[config.mk]
export PLATFORM = sky130hd
export DESIGN_NAME = wfc_cell
export DESIGN_NICKNAME = d
export VERILOG_FILES = /design/src/rtl/core/wfc_pkg.sv /design/src/rtl/core/wfc_cell.sv
export SDC_FILE = /design/constraint.sdc
export NUM_CORES = 1
export LEC_CHECK = 0
export ABC_CLOCK_PERIOD_IN_PS = 3250
export BUFFER_PORTS_ARGS = -buffer_cell sky130_fd_sc_hd__buf_4
export CAP_MARGIN = 40
export CORE_UTILIZATION = 48
export CTS_CLUSTER_DIAMETER = 200
export DETAILED_ROUTE_END_ITERATION = 12
export MAX_ROUTING_LAYER = met4
export PLACE_DENSITY_LB_ADDON = 0.15
export REMOVE_ABC_BUFFERS = 1
export SLEW_MARGIN = 20
export SYNTH_ARGS = -nofsm -noshare
export SYNTH_HDL_FRONTEND = slang
export SYNTH_SLANG_ARGS = --single-unit
[constraint.sdc]
create_clock -name clk -period 3.25 [get_ports clk]
set_input_delay 0.325 -clock clk [delete_from_list [all_inputs] [get_ports clk]]
set_output_delay 0.325 -clock clk [all_outputs]
set_load 0.05 [all_outputs]
[src/rtl/core/wfc_pkg.sv]
// Package for the word frequency counter.
// Holds shared constants, the item function type and the delimiter test.
// No dependencies.
package wfc_pkg;

    localparam int TABLE_ENTRIES_DEF = 64;
    localparam int WORD_CHARS_DEF    = 16;
    localparam int COUNT_W           = 16;

    typedef enum logic [1:0] {
        FUNC_FEED  = 2'd0,
        FUNC_READ  = 2'd1,
        FUNC_CLEAR = 2'd2,
        FUNC_NONE  = 2'd3
    } func_t;

    function automatic logic is_delim(input logic [7:0] c);
        case (c)
            8'h20, 8'h0A, 8'h0D, 8'h08, 8'h09, 8'h00: is_delim = 1'b1;
            default: is_delim = 1'b0;
        endcase
    endfunction

endpackage

[src/rtl/core/wfc_cell.sv]
// One table entry of the word frequency counter.
// Holds one stored word, its length and count; depends on wfc_pkg.
module wfc_cell #(
    parameter int WORD_CHARS = wfc_pkg::WORD_CHARS_DEF,
    parameter int LEN_W      = $clog2(WORD_CHARS + 1)
) (
    input  logic                           clk,
    input  logic                           used,
    input  logic                           commit,
    input  logic                           write_new,
    input  logic [WORD_CHARS-1:0][7:0]     cand_chars,
    input  logic [LEN_W-1:0]               cand_len,
    input  logic                           hit_in,
    output logic                           hit_out,
    output logic [WORD_CHARS-1:0][7:0]     chars,
    output logic [LEN_W-1:0]               len,
    output logic [wfc_pkg::COUNT_W-1:0]    count
);
    logic [WORD_CHARS-1:0][7:0]  chars_reg;
    logic [LEN_W-1:0]            len_reg;
    logic [wfc_pkg::COUNT_W-1:0] count_reg;
    logic                        eq;
    logic                        match;

    always_comb
    begin
        eq = (len_reg == cand_len);
        for (int i = 0; i < WORD_CHARS; i++)
        begin
            if (i < int'(cand_len) && chars_reg[i] != cand_chars[i])
                eq = 1'b0;
        end
    end

    assign match   = used && eq && !hit_in;
    assign hit_out = hit_in || (used && eq);

    always_ff @(posedge clk)
    begin
        if (write_new)
        begin
            chars_reg <= cand_chars;
            len_reg   <= cand_len;
            count_reg <= wfc_pkg::COUNT_W'(1);
        end
        else if (commit && match && count_reg != '1)
        begin
            count_reg <= count_reg + 1'b1;
        end
    end

    assign chars = chars_reg;
    assign len   = len_reg;
    assign count = count_reg;
endmodule

==> results of run 1 <==
==> final cells by class <==
class,instances,share of cell area
clock buffer,19,0.0456
timing repair buffer,291,0.230
clock inverter,12,0.0170
inverter,1,0.000395
multi-input combinational,280,0.229
tap,176,0.0232
sequential,149,0.454
==> synth_stat cells (all sizes together), types with 5 or more instances <==
master,count
nand3,6
nand4,13
or4,5
xnor2,23
nor3,6
dfxtp,16
buf,5
edfxtp,133
mux2,5
nor4,29
a21oi,15
nand2,8
xor2,116
nor2,12
clkbuf,6
nor2b,6
==> power breakdown <==
part	switching (W)	total, W	internal [W]
Sequential	0.0000937	0.00234	0.00224
Clock	0.000734	0.00200	0.00127
Combinational	0.000732	0.00111	0.000380
Total	0.00156	0.00545	0.00389
==> metal layers <==
layer,track usage,share of wire,up-vias
met1,0.301,0.41,2327
met5,-,0,-
li1,-,-,2254
met2,0.408,0.50,199
met3,0.0584,0.064,26
met4,0.0981,0.020,0
==> kinds of logic after synthesis <==
group                      synth area share
buffers and inverters                0.0146
DFF                                   0.655
adders and majority gates           0.00190
xor gates and xnor gates              0.185
AOI/OAI and AO/OA                    0.0399
and+or+nand+nor                      0.0957
muxes                               0.00854
==> how the worst max path moves through the flow <==
stage,end,cells past startpoint,start
final,hit_out,8,chars[77]
after global routing,hit_out,8,chars[72]
after CTS,hit_out,8,chars[77]
after detailed placement,count[15],9,cand_chars[77]
after global placement,count[10],9,cand_chars[77]
after floorplan,hit_out,7,chars[78]
==> through the flow <==
step | std cells | cell area [sq um]
CTS | 928 | 9500
global placement | 897 | 8910
finish | 928 | 9500
detailed placement | 897 | 8910
global route | 928 | 9500
floorplan | 430 | 6500
==> worst max-delay path, cell delays in order, from the launching register on <==
cell and delay [ns]:
edfxtp_1 0.41, xor2_1 0.16, nor4_1 0.51, nand2_1 0.12, a311oi_2 0.40, nand4_2 0.16, nand4b_1 0.27, nand2b_1 0.13
buf_4 0.20
==> flow_metrics.py, run 1 <==
metrics = {
    "hold_path": {
        "hold_path_class": "primary input to flip-flop",
        "hold-path-endpoint": "chars[102]",
        "hold_depth": 1,
        "hp-start": "cand_chars[102]",
    },
    "placed_design": {
        "gp_congestion": 0.815,
        "dp_hpwl_mm": 13.0,
        "io_buffers": 287,
        "pre_cts_slack_ns": 0.340,
    },
    "clock_network": {
        "cts_root_buf": "clkbuf_16",
        "clk_pin_slew_ns": 0.06,
        "insertion_delay_ns": 0.41,
        "cts_sinks": 149,
        "numCtsBuffers": 17,
        "cts_resized": 0,
        "htreeDepth": 4,
        "postCtsSetupRepairBufs": 0,
        "ctsHoldBuffers": 0,
        "cts_tree": "built",
        "clock_path_buffers": 2,
    },
    "power": {
        "ir_drop_mv": 0.388,
        "total_power_w": 0.00545,
        "p_leak_nw": 3.87,
        "powerDensity_nw_per_um2": 574,
    },
    "setup_path": {
        "ff2ff_path_depth": 8,
        "critPathMaxFanout": 3,
        "end_kind": "primary output",
        "r2r_start": "chars[77]",
        "cp.arrival_ns": 2.78,
        "cp.required_ns": 2.92,
        "timing.rr.end": "count[9]",
        "start_kind": "flip-flop",
        "crit_type": "flip-flop to primary output",
        "rrSetupSlack_ns": 0.39,
    },
    "logic_synthesis": {
        "synth.distinct_cells": 50,
        "synth_top_area_frac": 0.606,
        "syn_area_sq_um": 6590,
        "synthFlopType": "edfxtp_1",
        "synth_top_cell_by_area": "edfxtp_1",
        "ys.warnings.count": 0,
        "async_flop_share": 0,
        "ys_seq_elements": 149,
        "syn_inst": 441,
        "synth_area_leaders": "edfxtp_1, xor2_1, dfxtp_1",
        "synth_edf_count": 133,
        "ys_seq_area_frac": 0.655,
        "avgSynthCellArea_sq_um": 14.9,
    },
    "route": {
        "drt-total-wl_mm": 17.1,
        "dr.pass1.iters": 4,
        "drc": 0,
        "drt-initial-drc-count": 255,
        "drtAntennaViolNets": 0,
        "viasPerCell": 5.18,
        "vias": 4806,
        "wl_per_cell_um": 18.4,
    },
    "timing": {
        "finalWorstSetupSlack_ns": 0.146,
        "fmax_mhz": 322,
        "worst_pin_slew_ns": 0.713,
        "finalSetupViolCount": 0,
        "relSlewSlack": 0.525,
        "rsz0062_at_grt": "no",
        "finalSetupTns_ns": 0,
        "final_max_slew_viol_count": 0,
        "period_needed_ns": 3.10,
        "min_period_over_period": 0.955,
        "holdWs_ns": 0.0999,
        "skew_ns": 0.00382,
        "hold_viol": 0,
    },
    "final_layout": {
        "multi_input_area_sq_um": 2180,
        "area_growth_pct": 44.2,
        "largest_register_ffs": 128,
        "final_util": 0.715,
        "layout_common_cells": "buf_4, edfxtp_1, xor2_1",
        "layout_commonest_cell": "buf_4",
        "regArea_sq_um": 4310,
        "final_nets": 879,
        "diodes": 0,
        "final.fill_count": 944,
        "drive_above_1_share": 0.449,
    },
    "floorplan": {
        "die-area_sq_um": 14200,
        "start_util": 0.496,
        "core_area_sq_um": 13300,
        "dieWidth_um": 119,
        "die_h_um": 119,
        "ios": 288,
        "rows": 42,
    },
    "run_status": {
        "status": "finished, final reports clean",
    },
    "grt": {
        "grt_max_degree": 83,
        "grt_usage": 0.250,
        "grt_pass1_wl_mm": 26.0,
        "antenna_found_initial": 0,
        "grt_overflow": 0,
        "grt_pass1_vias": 4903,
    },
    "run": {
        "drv_cap": 0,
    },
}
(Power assumes the default switching activity.)
==> run 2: changes to the inputs <==
--- a/config.mk
+++ b/config.mk
@@ -6,13 +6,13 @@
 export NUM_CORES = 1
 export LEC_CHECK = 0
 export ABC_CLOCK_PERIOD_IN_PS = 3250
-export BUFFER_PORTS_ARGS = -buffer_cell sky130_fd_sc_hd__buf_4
+export BUFFER_PORTS_ARGS = -buffer_cell sky130_fd_sc_hd__buf_2
 export CAP_MARGIN = 40
-export CORE_UTILIZATION = 48
+export CORE_UTILIZATION = 45
 export CTS_CLUSTER_DIAMETER = 200
 export DETAILED_ROUTE_END_ITERATION = 12
 export MAX_ROUTING_LAYER = met4
-export PLACE_DENSITY_LB_ADDON = 0.15
+export PLACE_DENSITY = 0.8
 export REMOVE_ABC_BUFFERS = 1
 export SLEW_MARGIN = 20
 export SYNTH_ARGS = -nofsm -noshare
==> run 2 against run 1 <==
Global-route usage down 3.1 points; maximum frequency increased by 4.5%; sequential power barely moved; critical path depth unchanged; hold slack improved by 0.011 ns; first-iteration DRC count grew 15%; combinational power is 11% lower; register-to-register slack improved by 0.11 ns; cell area fell by 8.2%; count of clock-buffer cells in the layout up 3; core utilization is 9.6 points lower; clock power down 14%.
==> flow_metrics.py, run 2 (synthesis gave the netlist of run 1 again) <==
metrics = {
    "run_status": {
        "status": "finished, final reports clean",
    },
    "timing": {
        "final_max_slew_viol_count": 0,
        "rsz0062_at_grt": "no",
        "period_needed_ns": 2.97,
        "hold_viol": 0,
        "finalSetupViolCount": 0,
        "fmax_mhz": 337,
        "skew_ns": 0.00784,
        "finalSetupTns_ns": 0,
        "min_period_over_period": 0.914,
        "worst_pin_slew_ns": 0.792,
        "finalWorstSetupSlack_ns": 0.280,
        "relSlewSlack": 0.472,
    },
    "clock_network": {
        "insertion_delay_ns": 0.41,
        "cts_resized": 0,
        "postCtsSetupRepairBufs": 0,
        "htreeDepth": 4,
        "ctsHoldBuffers": 0,
        "cts_sinks": 149,
        "cts_root_buf": "clkbuf_16",
        "cts_tree": "built",
        "clock_path_buffers": 2,
        "clk_pin_slew_ns": 0.06,
        "numCtsBuffers": 17,
    },
    "placed_design": {
        "gp_congestion": 0.809,
        "dp_hpwl_mm": 12.5,
        "io_buffers": 287,
        "pre_cts_slack_ns": 0.322,
        "placed_cells": 900,
        "place_area_sq_um": 8200,
    },
    "route": {
        "drt-initial-drc-count": 294,
        "vias": 4764,
        "wl_per_cell_um": 17.7,
        "viasPerCell": 5.13,
        "drc": 0,
        "drtAntennaViolNets": 0,
        "drt-total-wl_mm": 16.5,
        "dr.pass1.iters": 4,
    },
    "hold_path": {
        "hold_depth": 1,
        "hold_path_class": "primary input to flip-flop",
    },
    "floorplan": {
        "ios": 288,
        "core_area_sq_um": 14100,
        "start_util": 0.468,
        "die-area_sq_um": 15100,
        "dieWidth_um": 123,
        "rows": 43,
        "die_h_um": 123,
    },
    "power": {
        "p_sw_w": 0.00152,
        "powerDensity_nw_per_um2": 580,
        "p_leak_nw": 3.60,
        "p_int_w": 0.00354,
        "clock_power_share": 0.343,
        "seqPwrFrac": 0.462,
        "ir_drop_mv": 0.341,
        "p_comb_frac": 0.196,
        "p_sw_frac": 0.301,
    },
    "final_layout": {
        "final_area_sq_um": 8720,
        "drive_above_1_share": 0.451,
        "layout_commonest_cell": "buf_2",
        "layout_common_cells": "buf_2, edfxtp_1, xor2_1",
        "area_growth_pct": 32.4,
        "final_nets": 878,
        "largest_register_ffs": 128,
        "final_cells": 929,
        "diodes": 0,
    },
    "grt": {
        "grt_pass1_wl_mm": 23.9,
        "grt_pass1_vias": 4702,
        "grt_usage": 0.219,
        "grt_overflow": 0,
        "antenna_found_initial": 0,
        "grt_max_degree": 90,
    },
    "setup_path": {
        "crit_type": "flip-flop to primary output",
        "ff2ff_path_depth": 8,
        "cp.required_ns": 2.92,
        "end_kind": "primary output",
        "start_kind": "flip-flop",
        "cp.arrival_ns": 2.65,
        "critPathMaxFanout": 3,
    },
    "run": {
        "drv_cap": 0,
    },
}
run 2: changes by cell type in the layout (fill, tap and decap cells not counted), moves of 3 or more:
cell,before,now
buf_4,290,2
buf_2,0,286
bufinv_16,4,1
clkbuf_1,2,5
clkinv_1,3,0
clkinv_2,3,6
nor4_1,26,23
nor4_2,1,4
run 2: worst paths after layout:
check	slack (ns)	to	start
worst max register to register	0.50	count[9]	chars[86]
worst max-delay path	0.28	hit_out	chars[77]
worst min-delay path	0.11	chars[122]	cand_chars[122]
worst min register to register	0.50	count[11]	count[11]
run 2: final cells by class:
type | count | area [sq um]
clock buffer | 22 | 444
inverter | 1 | 3.75
timing repair buffer | 290 | 1480
tap | 180 | 225
clock inverter | 7 | 60.1
fill | 1128 | 5370
multi-input combinational | 280 | 2200
sequential | 149 | 4310
run 2: stage by stage:
| stage | utilization | hold WS [ns] | total power (W) |
|---|---|---|---|
| after floorplan | - | 0.394 | 0.00301 |
| after global placement | 0.582 | 0.473 | 0.00334 |
| after detailed placement | 0.582 | 0.485 | 0.00336 |
| after CTS | 0.618 | 0.0886 | 0.00510 |
| after global routing | 0.619 | 0.0834 | 0.00525 |
| final | 0.619 | 0.111 | 0.00506 |
run 2: power by group through the flow:
stage	Clock, W	Combinational, W	Sequential, W
6_report	0.00173	0.000989	0.00233
3_3_place_gp	0	0.000971	0.00236
4_1_cts	0.00177	0.000991	0.00234
3_5_place_dp	0	0.000988	0.00237
2_1_floorplan	0	0.000177	0.00283
5_1_grt	0.00185	0.00104	0.00235
run 2: per-layer routing:
metal | GRT usage | vias up | share of wire | routed length, um
met5 | - | - | 0 | 0
met4 | 0.0821 | 0 | 0.013 | 212
met3 | 0.0577 | 18 | 0.067 | 1110
met2 | 0.363 | 200 | 0.50 | 8310
met1 | 0.255 | 2296 | 0.42 | 6860
li1 | - | 2250 | - | -
run 2: worst max-delay path, cell delays in order, from the launching register on:
cell and delay [ns]:
edfxtp_1 0.40, xor2_1 0.17, nor4_2 0.38, nand2_1 0.11, a311oi_2 0.36, nand4_2 0.17
nand4b_1 0.27, nand2b_1 0.12, buf_2 0.27
